## src/rtl/core/glfsc_pkg.sv

```systemverilog
`timescale 1ns / 1ps

package glfsc_pkg;

   // Frame layout
   localparam logic [7:0] SYNC0 = 8'hAA;
   localparam logic [7:0] SYNC1 = 8'h44;
   localparam logic [7:0] SYNC2 = 8'h12;
   localparam int HEADER_LEN = 28;
   localparam int HDR_ID_LO   = 4;
   localparam int HDR_ID_HI   = 5;
   localparam int HDR_LEN_LO  = 8;
   localparam int HDR_LEN_HI  = 9;
   localparam int HDR_WEEK_LO = 14;
   localparam int HDR_WEEK_HI = 15;
   localparam int HDR_MS_B0   = 16;
   localparam int HDR_MS_B3   = 19;
   localparam logic [14:0] LEN_SAT = 15'h7FFF;

   // Register map
   localparam int CSR_AW = 5;
   localparam logic [2:0] REG_POLY = 3'd0;
   localparam logic [2:0] REG_OBS  = 3'd1;
   localparam logic [2:0] REG_GPS  = 3'd2;
   localparam logic [2:0] REG_BDS  = 3'd3;
   localparam logic [2:0] REG_IONO = 3'd4;

   localparam logic [31:0] POLY_RST = 32'hEDB88320;
   localparam logic [15:0] OBS_RST  = 16'd43;
   localparam logic [15:0] GPS_RST  = 16'd7;
   localparam logic [15:0] BDS_RST  = 16'd1696;
   localparam logic [15:0] IONO_RST = 16'd8;

   // Result codes
   localparam logic KIND_BODY    = 1'b0;
   localparam logic KIND_SUMMARY = 1'b1;

   localparam logic [2:0] CLASS_OBS   = 3'd0;
   localparam logic [2:0] CLASS_GPS   = 3'd1;
   localparam logic [2:0] CLASS_BDS   = 3'd2;
   localparam logic [2:0] CLASS_IONO  = 3'd3;
   localparam logic [2:0] CLASS_OTHER = 3'd4;

   localparam logic [1:0] STAT_GOOD = 2'd0;
   localparam logic [1:0] STAT_CRC  = 2'd1;
   localparam logic [1:0] STAT_LEN  = 2'd2;

   typedef enum logic [3:0] {
      PH_HUNT    = 4'b0001,
      PH_HEADER  = 4'b0010,
      PH_BODY    = 4'b0100,
      PH_TRAILER = 4'b1000
   } phase_type;

   typedef struct packed {
      logic [31:0] poly;
      logic [31:0] seed;   // CRC after the first two sync bytes
      logic [15:0] obs_id;
      logic [15:0] gps_id;
      logic [15:0] bds_id;
      logic [15:0] iono_id;
   } cfg_type;

   typedef struct packed {
      logic        kind;
      logic [7:0]  body_byte;
      logic [13:0] body_index;
      logic [15:0] message_id;
      logic [2:0]  message_class;
      logic [14:0] body_length;
      logic [15:0] gps_week;
      logic [31:0] week_ms;
      logic [1:0]  status;
   } rsp_type;

   // Reflected CRC-32, one byte, LSB first
   function automatic logic [31:0] crc_byte(input logic [31:0] crc, input logic [7:0] b,
                                            input logic [31:0] poly);
      logic [31:0] c;
      c = crc ^ {24'h0, b};
      for (int k = 0; k < 8; k++) begin
         c = c[0] ? ((c >> 1) ^ poly) : (c >> 1);
      end
      return c;
   endfunction

   // CRC from zero over the first two sync bytes
   function automatic logic [31:0] sync_seed(input logic [31:0] poly);
      return crc_byte(crc_byte(32'h0, SYNC0, poly), SYNC1, poly);
   endfunction

endpackage

```

## src/rtl/core/gnss_log_frame_sync_crc.sv

```systemverilog
`timescale 1ns / 1ps

// Throughput: one byte per cycle while rsp_tready does not hold the output; the per-byte CRC step sets the cycle.
// Path: an accepted byte sits in the input register, and its result, if any, is captured in
//   the output register with rsp_tvalid high once that register is empty or taken.
// Reset (synchronous, active high) restores the register defaults, empties both
//   registers and starts the stream hunting for sync.

module gnss_log_frame_sync_crc #(
   parameter int MAX_BODY_LEN = 16384
) (
   input  logic                          clock,
   input  logic                          reset,
   // slave side
   input  logic                          req_tvalid,
   output logic                          req_tready,
   input  logic [7:0]                    req_tdata,   // [7:0] data_byte
   // master side
   output logic                          rsp_tvalid,
   input  logic                          rsp_tready,
   // [7:0] body_byte, [21:8] body_index, [37:22] message_id, [40:38] message_class,
   // [55:41] body_length, [71:56] gps_week, [103:72] week_milliseconds,
   // [105:104] frame_status, [111:106] zero
   output logic [111:0]                  rsp_tdata,
   output logic                          rsp_tuser,   // [0] item_kind
   // configuration
   input  logic                          csr_psel,
   input  logic                          csr_penable,
   input  logic                          csr_pwrite,
   input  logic [glfsc_pkg::CSR_AW-1:0]  csr_paddr,
   input  logic [31:0]                   csr_pwdata,
   output logic [31:0]                   csr_prdata,
   output logic                          csr_pready
);
   import glfsc_pkg::*;

   cfg_type     cfg;
   rsp_type     result;
   rsp_type     rsp_ff;
   logic        rsp_valid_ff, rsp_valid_in;
   logic        in_valid_ff;
   logic [7:0]  in_byte_ff;
   logic        advance;
   logic        step;
   logic        emit;

   assign csr_pready = 1'b1;

   glfsc_csr u_csr (
      .clock   (clock),
      .reset   (reset),
      .psel    (csr_psel),
      .penable (csr_penable),
      .pwrite  (csr_pwrite),
      .paddr   (csr_paddr),
      .pwdata  (csr_pwdata),
      .prdata  (csr_prdata),
      .cfg     (cfg)
   );

   // Pipeline control: the output register frees when empty or taken
   assign advance      = !rsp_valid_ff || rsp_tready;
   assign step         = in_valid_ff && advance;
   assign req_tready   = !in_valid_ff || advance;
   assign rsp_valid_in = step && emit;

   // Input register
   always_ff @(posedge clock) begin
      if (reset) begin
         in_valid_ff <= 1'b0;
      end else if (req_tready) begin
         in_valid_ff <= req_tvalid;
      end
   end

   always_ff @(posedge clock) begin
      if (req_tvalid && req_tready) begin
         in_byte_ff <= req_tdata;
      end
   end

   glfsc_core #(
      .MAX_BODY_LEN (MAX_BODY_LEN)
   ) u_core (
      .clock     (clock),
      .reset     (reset),
      .step      (step),
      .data_byte (in_byte_ff),
      .cfg       (cfg),
      .emit      (emit),
      .result    (result)
   );

   // Output register
   always_ff @(posedge clock) begin
      if (reset) begin
         rsp_valid_ff <= 1'b0;
      end else if (advance) begin
         rsp_valid_ff <= rsp_valid_in;
      end
   end

   always_ff @(posedge clock) begin
      if (rsp_valid_in) begin
         rsp_ff <= result;
      end
   end

   assign rsp_tvalid = rsp_valid_ff;
   assign rsp_tuser  = rsp_ff.kind;
   assign rsp_tdata  = {6'h0, rsp_ff.status, rsp_ff.week_ms, rsp_ff.gps_week,
                        rsp_ff.body_length, rsp_ff.message_class, rsp_ff.message_id,
                        rsp_ff.body_index, rsp_ff.body_byte};

   // Checks
   a_ready_only_when_blocked: assert property (@(posedge clock) disable iff (reset)
      !req_tready |-> (in_valid_ff && rsp_valid_ff && !rsp_tready))
      else $error("input stalled while the pipeline could move");

   a_body_status_good: assert property (@(posedge clock) disable iff (reset)
      (rsp_tvalid && rsp_tuser == KIND_BODY) |-> (rsp_tdata[105:104] == STAT_GOOD))
      else $error("body item carries a frame status");

   a_body_index_in_range: assert property (@(posedge clock) disable iff (reset)
      (rsp_tvalid && rsp_tuser == KIND_BODY) |->
         ({1'b0, rsp_tdata[21:8]} < rsp_tdata[55:41]))
      else $error("body index beyond body length");

   a_summary_empty_body: assert property (@(posedge clock) disable iff (reset)
      (rsp_tvalid && rsp_tuser == KIND_SUMMARY) |->
         (rsp_tdata[7:0] == 8'h0 && rsp_tdata[21:8] == 14'h0))
      else $error("summary carries body byte fields");

endmodule

```

## src/rtl/core/glfsc_csr.sv

```systemverilog
`timescale 1ns / 1ps

module glfsc_csr (
   input  logic                          clock,
   input  logic                          reset,
   input  logic                          psel,
   input  logic                          penable,
   input  logic                          pwrite,
   input  logic [glfsc_pkg::CSR_AW-1:0]  paddr,
   input  logic [31:0]                   pwdata,
   output logic [31:0]                   prdata,
   output glfsc_pkg::cfg_type            cfg
);
   import glfsc_pkg::*;

   localparam logic [31:0] SEED_RST = sync_seed(POLY_RST);

   logic [2:0]  reg_idx;
   logic        wr_en;
   logic [31:0] poly_ff;
   logic [31:0] seed_ff;
   logic [15:0] obs_ff;
   logic [15:0] gps_ff;
   logic [15:0] bds_ff;
   logic [15:0] iono_ff;

   assign reg_idx = paddr[CSR_AW-1:2];
   assign wr_en   = psel && penable && pwrite;

   // Register writes; seed follows the polynomial in the same cycle
   always_ff @(posedge clock) begin
      if (reset) begin
         poly_ff <= POLY_RST;
         seed_ff <= SEED_RST;
         obs_ff  <= OBS_RST;
         gps_ff  <= GPS_RST;
         bds_ff  <= BDS_RST;
         iono_ff <= IONO_RST;
      end else if (wr_en) begin
         case (reg_idx)
            REG_POLY: begin
               poly_ff <= pwdata;
               seed_ff <= sync_seed(pwdata);
            end
            REG_OBS:  obs_ff  <= pwdata[15:0];
            REG_GPS:  gps_ff  <= pwdata[15:0];
            REG_BDS:  bds_ff  <= pwdata[15:0];
            REG_IONO: iono_ff <= pwdata[15:0];
            default: ;
         endcase
      end
   end

   // Read mux
   always_comb begin
      case (reg_idx)
         REG_POLY: prdata = poly_ff;
         REG_OBS:  prdata = {16'h0, obs_ff};
         REG_GPS:  prdata = {16'h0, gps_ff};
         REG_BDS:  prdata = {16'h0, bds_ff};
         REG_IONO: prdata = {16'h0, iono_ff};
         default:  prdata = 32'h0;
      endcase
   end

   assign cfg.poly    = poly_ff;
   assign cfg.seed    = seed_ff;
   assign cfg.obs_id  = obs_ff;
   assign cfg.gps_id  = gps_ff;
   assign cfg.bds_id  = bds_ff;
   assign cfg.iono_id = iono_ff;

endmodule

```

## src/rtl/core/glfsc_core.sv

```systemverilog
`timescale 1ns / 1ps

module glfsc_core #(
   parameter int MAX_BODY_LEN = 16384
) (
   input  logic                clock,
   input  logic                reset,
   input  logic                step,
   input  logic [7:0]          data_byte,
   input  glfsc_pkg::cfg_type  cfg,
   output logic                emit,
   output glfsc_pkg::rsp_type  result
);
   import glfsc_pkg::*;

   localparam int CNT_W = $clog2(MAX_BODY_LEN);
   localparam logic [CNT_W-1:0] HDR_LAST = CNT_W'(HEADER_LEN - 1);
   localparam logic [16:0] LEN_BOUND = 17'(MAX_BODY_LEN);

   phase_type        phase_ff, phase_in;
   logic [15:0]      hist_ff, hist_in;
   logic [CNT_W-1:0] cnt_ff, cnt_in;
   logic [15:0]      len_ff, len_in;
   logic [15:0]      id_ff, id_in;
   logic [15:0]      week_ff, week_in;
   logic [31:0]      ms_ff, ms_in;
   logic [31:0]      crc_ff, crc_in;
   logic [31:0]      rcv_ff, rcv_in;

   logic [31:0]      crc_next;
   logic             sync_hit;
   logic             body_done;
   logic [2:0]       cls;

   // One CRC byte step; the sync byte starts from the precomputed seed
   assign sync_hit  = (data_byte == SYNC2) && (hist_ff == {SYNC0, SYNC1});
   assign crc_next  = crc_byte((phase_ff == PH_HUNT) ? cfg.seed : crc_ff, data_byte, cfg.poly);
   assign body_done = (17'(cnt_ff) + 17'd1) >= {1'b0, len_ff};

   // Message class, lowest class wins on a tie
   always_comb begin
      if (id_ff == cfg.obs_id)       cls = CLASS_OBS;
      else if (id_ff == cfg.gps_id)  cls = CLASS_GPS;
      else if (id_ff == cfg.bds_id)  cls = CLASS_BDS;
      else if (id_ff == cfg.iono_id) cls = CLASS_IONO;
      else                           cls = CLASS_OTHER;
   end

   // Next state and result for the current byte
   always_comb begin
      phase_in = phase_ff;
      hist_in  = hist_ff;
      cnt_in   = cnt_ff;
      len_in   = len_ff;
      id_in    = id_ff;
      week_in  = week_ff;
      ms_in    = ms_ff;
      crc_in   = crc_ff;
      rcv_in   = rcv_ff;
      emit     = 1'b0;

      result.kind          = KIND_SUMMARY;
      result.body_byte     = 8'h0;
      result.body_index    = 14'h0;
      result.message_id    = id_ff;
      result.message_class = cls;
      result.body_length   = (len_ff > 16'(LEN_SAT)) ? LEN_SAT : len_ff[14:0];
      result.gps_week      = week_ff;
      result.week_ms       = ms_ff;
      result.status        = STAT_GOOD;

      case (phase_ff)
         PH_HUNT: begin
            if (sync_hit) begin
               crc_in   = crc_next;
               cnt_in   = CNT_W'(3);
               len_in   = 16'h0;
               id_in    = 16'h0;
               week_in  = 16'h0;
               ms_in    = 32'h0;
               hist_in  = 16'h0;
               phase_in = PH_HEADER;
            end else begin
               hist_in = {hist_ff[7:0], data_byte};
            end
         end

         PH_HEADER: begin
            crc_in = crc_next;
            if (cnt_ff == CNT_W'(HDR_ID_LO))        id_in[7:0]    = data_byte;
            else if (cnt_ff == CNT_W'(HDR_ID_HI))   id_in[15:8]   = data_byte;
            else if (cnt_ff == CNT_W'(HDR_LEN_LO))  len_in[7:0]   = data_byte;
            else if (cnt_ff == CNT_W'(HDR_LEN_HI))  len_in[15:8]  = data_byte;
            else if (cnt_ff == CNT_W'(HDR_WEEK_LO)) week_in[7:0]  = data_byte;
            else if (cnt_ff == CNT_W'(HDR_WEEK_HI)) week_in[15:8] = data_byte;
            else if (cnt_ff inside {[HDR_MS_B0:HDR_MS_B3]}) begin
               ms_in[8*cnt_ff[1:0] +: 8] = data_byte;
            end

            if (cnt_ff == HDR_LAST) begin
               cnt_in = '0;
               rcv_in = 32'h0;
               if ({1'b0, len_ff} > LEN_BOUND) begin
                  phase_in      = PH_HUNT;
                  emit          = 1'b1;
                  result.status = STAT_LEN;
               end else begin
                  phase_in = (len_ff == 16'h0) ? PH_TRAILER : PH_BODY;
               end
            end else begin
               cnt_in = cnt_ff + 1'b1;
            end
         end

         PH_BODY: begin
            crc_in            = crc_next;
            emit              = 1'b1;
            result.kind       = KIND_BODY;
            result.body_byte  = data_byte;
            result.body_index = 14'(cnt_ff);
            if (body_done) begin
               cnt_in   = '0;
               rcv_in   = 32'h0;
               phase_in = PH_TRAILER;
            end else begin
               cnt_in = cnt_ff + 1'b1;
            end
         end

         PH_TRAILER: begin
            rcv_in[8*cnt_ff[1:0] +: 8] = data_byte;
            if (cnt_ff[1:0] == 2'd3) begin
               cnt_in        = '0;
               hist_in       = 16'h0;
               phase_in      = PH_HUNT;
               emit          = 1'b1;
               result.status = (rcv_in == crc_ff) ? STAT_GOOD : STAT_CRC;
            end else begin
               cnt_in = CNT_W'(cnt_ff[1:0]) + 1'b1;
            end
         end

         default: begin
            phase_in = PH_HUNT;
            hist_in  = 16'h0;
            cnt_in   = '0;
         end
      endcase
   end

   // Frame state
   always_ff @(posedge clock) begin
      if (reset) begin
         phase_ff <= PH_HUNT;
         hist_ff  <= 16'h0;
         cnt_ff   <= '0;
         len_ff   <= 16'h0;
         id_ff    <= 16'h0;
         week_ff  <= 16'h0;
         ms_ff    <= 32'h0;
         crc_ff   <= 32'h0;
         rcv_ff   <= 32'h0;
      end else if (step) begin
         phase_ff <= phase_in;
         hist_ff  <= hist_in;
         cnt_ff   <= cnt_in;
         len_ff   <= len_in;
         id_ff    <= id_in;
         week_ff  <= week_in;
         ms_ff    <= ms_in;
         crc_ff   <= crc_in;
         rcv_ff   <= rcv_in;
      end
   end

endmodule

```

## config.mk

```make
export PLATFORM = sky130hd
export DESIGN_NAME = gnss_log_frame_sync_crc
export DESIGN_NICKNAME = d
export VERILOG_FILES = /design/src/rtl/core/glfsc_pkg.sv /design/src/rtl/core/gnss_log_frame_sync_crc.sv /design/src/rtl/core/glfsc_csr.sv /design/src/rtl/core/glfsc_core.sv
export SDC_FILE = /design/constraint.sdc
export NUM_CORES = 2
export LEC_CHECK = 0
export BUFFER_PORTS_ARGS = -buffer_cell sky130_fd_sc_hd__buf_2
export CAP_MARGIN = 0
export CORE_MARGIN = 10
export CORE_UTILIZATION = 62
export CTS_CLUSTER_SIZE = 14
export DETAILED_ROUTE_END_ITERATION = 16
export GPL_TIMING_DRIVEN = 0
export PLACE_DENSITY_LB_ADDON = 0.1
export SYNTH_ARGS = -nofsm -noshare
export SYNTH_HDL_FRONTEND = slang
export SYNTH_SLANG_ARGS = --single-unit
```

## constraint.sdc

```tcl
create_clock -name clock -period 9.35 [get_ports clock]
set_input_delay 1.4025 -clock clock [delete_from_list [all_inputs] [get_ports clock]]
set_output_delay 1.4025 -clock clock [all_outputs]
set_load 0.05 [all_outputs]
```

==> run summary <==
P_int: 0.00461 W
largest net degree at the start of global routing: 32
most frequent cells in the layout: 886 x nand2_1, 554 x xnor2_1, 308 x dfxtp_1
Starting Density: 62.3%
GP Congestion: 0.942
CTS Sinks: 423
worst setup margin: 3.41 ns
part of the power in registers: 25.5%
DP Cell Count: 4430
Post-Syn Area per Cell: 7.93 sq um
overall routed net length: 87.4 mm
crit path kind: in -> reg
Critical Path RT: 9.84 ns
DR vias: 25.6k
Post-synth EDFFs: 115
worst vdd ir: 193 uV
Die Ht: 236 microns
# DRC: 0
antenna-violating nets left: 0
first-pass GRT wire length: 135 mm
Worst Skew: 0.0205 ns
vias in the first global route: 23.9k
I/O pins: 200
RSZ-0062 raised after global routing: no
Fmax: 168 MHz
Synth-to-Final Area Change: 10.5%
Die Wd: 236 microns
Leakage: 12.6 nW
Synth cell types: 82
Pins Over Slew Limit: 0
Clock Path Buffers: 3
Rows: 79
Power Total: 0.00748 W
CTS tree: built
number of DRC markers in iteration 0: 2575
Setup violations, final: 0
antenna cell count: 0
DRT Pass-1 Iters: 5
Clk pwr share: 21.9%
CP arrival: 6.43 ns
power density cells: 234 nW/um^2
Comb pwr share: 52.6%
Tmin final: 5.94 ns
Layout Cells excl Fill: 4504
cell area after synthesis: 28900 sq um
max-cap viol count: 0
dpl hpwl: 65.6 mm
Rel. slew slack: 2.82%
Most used DFF post-synth: dfxtp_1
Worst setup SP type: input pin
P_sw: 0.00287 W
DP Worst Slack: 3.03 ns
Crit. End Element: register
vias per cell: 5.68
GRT Total Usage: 29.8%
Switching Fraction: 38.4%
Post-CTS Setup Inserts: 0
clk root buf: clkbuf_16
CTS Hold Buffers Added: 0
commonest non-fill, non-tap cell in the layout: nand2_1
total die area: 55700 sq um
Slew @ Worst Pin: 1.45 ns
nets: 3940
FFs w/ async S/R, synth: 0%
Fin. Hold Viols: 0
clk slew on worst S/H paths: 0.06 ns
status: finished, final reports clean
Syn Inst Count: 3645
clk_lat worst skew: 0.56 ns
CORE AREA: 46400 sq um
final worst-path cycle share: 63.5%
post-synthesis register bit count: 423
H-tree depth: 2
antenna violations before repair: 0
Hold Path Class: reg -> reg
DR WL/cell: 19.4 microns
layout cells sized above 1: 8.11%
Seq/Total Area, Yosys: 33.3%
Crit Path Max Fanout: 10
synth warn: 0
gr ovfl total: 0
post-CTS sizing: 0
Num CTS Buffers: 41
number of I/O port buffers: 170
-- synth_stat cells, drive strengths merged, types with 3 or more instances --
library cell	count	area [sq um]
a22o	10	87.6
nand3b	42	315
a32o	13	130
ha	21	263
nor3	32	160
a31oi	6	37.5
xor2	175	1540
o22ai	18	113
and2	53	332
edfxtp	115	3450
nor3b	6	45.0
nand3	91	455
o21ai	65	325
nand2	886	3330
buf	79	389
a21oi	244	1220
xnor2	556	4880
a22oi	20	150
nor2	148	558
o211ai	5	37.5
or4	27	203
xor3	3	71.3
a211o	3	26.3
nand2b	12	75.1
or3	16	100
nor4b	8	76.3
and3	15	93.8
mux2i	109	1100
a21boi	4	30.0
or2	23	144
dfxtp	308	6170
clkinv	3	11.3
o2111ai	3	26.3
nand4	25	156
inv	38	143
clkbuf	259	972
a21o	18	135
nor2b	65	407
o311ai	4	35.0
xnor3	14	317
o211a	3	30.0
nor4	27	169
o221ai	3	26.3
a211oi	36	270
-- per-layer routing --
| layer | track usage [%] | part of all wire (%) |
|---|---|---|
| met1 | 37.0 | 40 |
| met3 | 3.32 | 7.0 |
| met5 | 0 | 0 |
| met2 | 51.4 | 48 |
| met4 | 12.7 | 4.3 |
-- power by group through the flow --
stage	Combinational [W]	Clock, W	Sequential [W]
3_3_place_gp	0.00384	0	0.00195
5_1_grt	0.00426	0.00171	0.00191
2_1_floorplan	0.00326	0	0.00194
4_1_cts	0.00390	0.00163	0.00191
3_5_place_dp	0.00389	0	0.00195
6_report	0.00393	0.00164	0.00191
-- registers in the layout, summed over array words and instances, names as in the netlist --
| signal | cells |
|---|---|
| u_csr.seed_ff | 32 |
| in_byte_ff | 8 |
| u_core.len_ff | 16 |
| u_csr.gps_ff | 16 |
| u_csr.iono_ff | 16 |
| rsp_tvalid | 1 |
| rsp_tuser | 1 |
| u_csr.bds_ff | 16 |
| u_core.id_ff | 16 |
| rsp_tdata | 106 |
| u_core.cnt_ff | 14 |
| u_core.crc_ff | 32 |
| u_core.week_ff | 16 |
| u_core.hist_ff | 16 |
| u_core.phase_ff | 4 |
| u_core.ms_ff | 32 |
| in_valid_ff | 1 |
| u_csr.obs_ff | 16 |
| u_csr.poly_ff | 32 |
| u_core.rcv_ff | 32 |
-- critical path, cell delays in order --
cell and delay [ns]:
buf_2 0.14, buf_2 0.23, buf_2 0.25, and2b_1 0.29, nor2_1 0.12, xnor2_1 0.83
nand2_1 0.16, xnor2_1 0.18, xnor2_1 0.14, xnor2_1 0.32, or3_1 0.23, nand3_1 0.11
xnor2_1 0.48, xor2_1 0.43, xor2_1 0.27, buf_2 0.29, nand2_1 0.10, or3_1 0.36
nand3_1 0.08
-- logic make-up after synthesis --
logic type	synth area share, %
AO/OA/AOI/OAI	9.87
XOR/XNOR	23.6
adder cells (fa/ha/maj)	0.909
buffers and inverters	5.24
flip-flops	33.3
multiplexers	3.86
other	0.0260
AND/OR/NAND/NOR	23.2
-- area by class of cell --
cell class                 instances  area (sq um)
sequential                       423          9620
inverter                          41           154
clock inverter                    13           153
clock buffer                      60          1140
buffer                           338          1360
multi-input combinational       2848         17800
tap                              607           759
fill                            3984         14400
timing repair buffer             174           923
-- per-stage QoR --
stage | util, % | TNS, ns | area, sq um | hold WS (ns)
6_report | 68.9 | 0 | 31900 | 0.429
5_1_grt | 68.9 | 0 | 31900 | 0.436
4_1_cts | 68.8 | 0 | 31900 | 0.428
3_5_place_dp | 66.0 | 0 | 30600 | 0.414
3_3_place_gp | 65.9 | -36.96 | 30500 | 0.410
2_1_floorplan | - | 0 | 28900 | 0.406
-- path summary, 6_finish.rpt --
check,start,to,slack (ns),cells after the start
worst min register to register,u_core.ms_ff[18]$_SDFFE_PP0P_,rsp_tdata[90]$_DFFE_PP_,0.43,0
worst max-delay path,csr_pwdata[0],u_csr.seed_ff[25]$_SDFFE_PP0P_,3.41,19
worst max register to register,u_core.phase_ff[1]$_SDFFE_PP0P_,u_core.crc_ff[20]$_SDFFE_PP0P_,3.89,19
worst min-delay path,u_core.ms_ff[18]$_SDFFE_PP0P_,rsp_tdata[90]$_DFFE_PP_,0.43,0
Power figures use the tool's default switching activity.
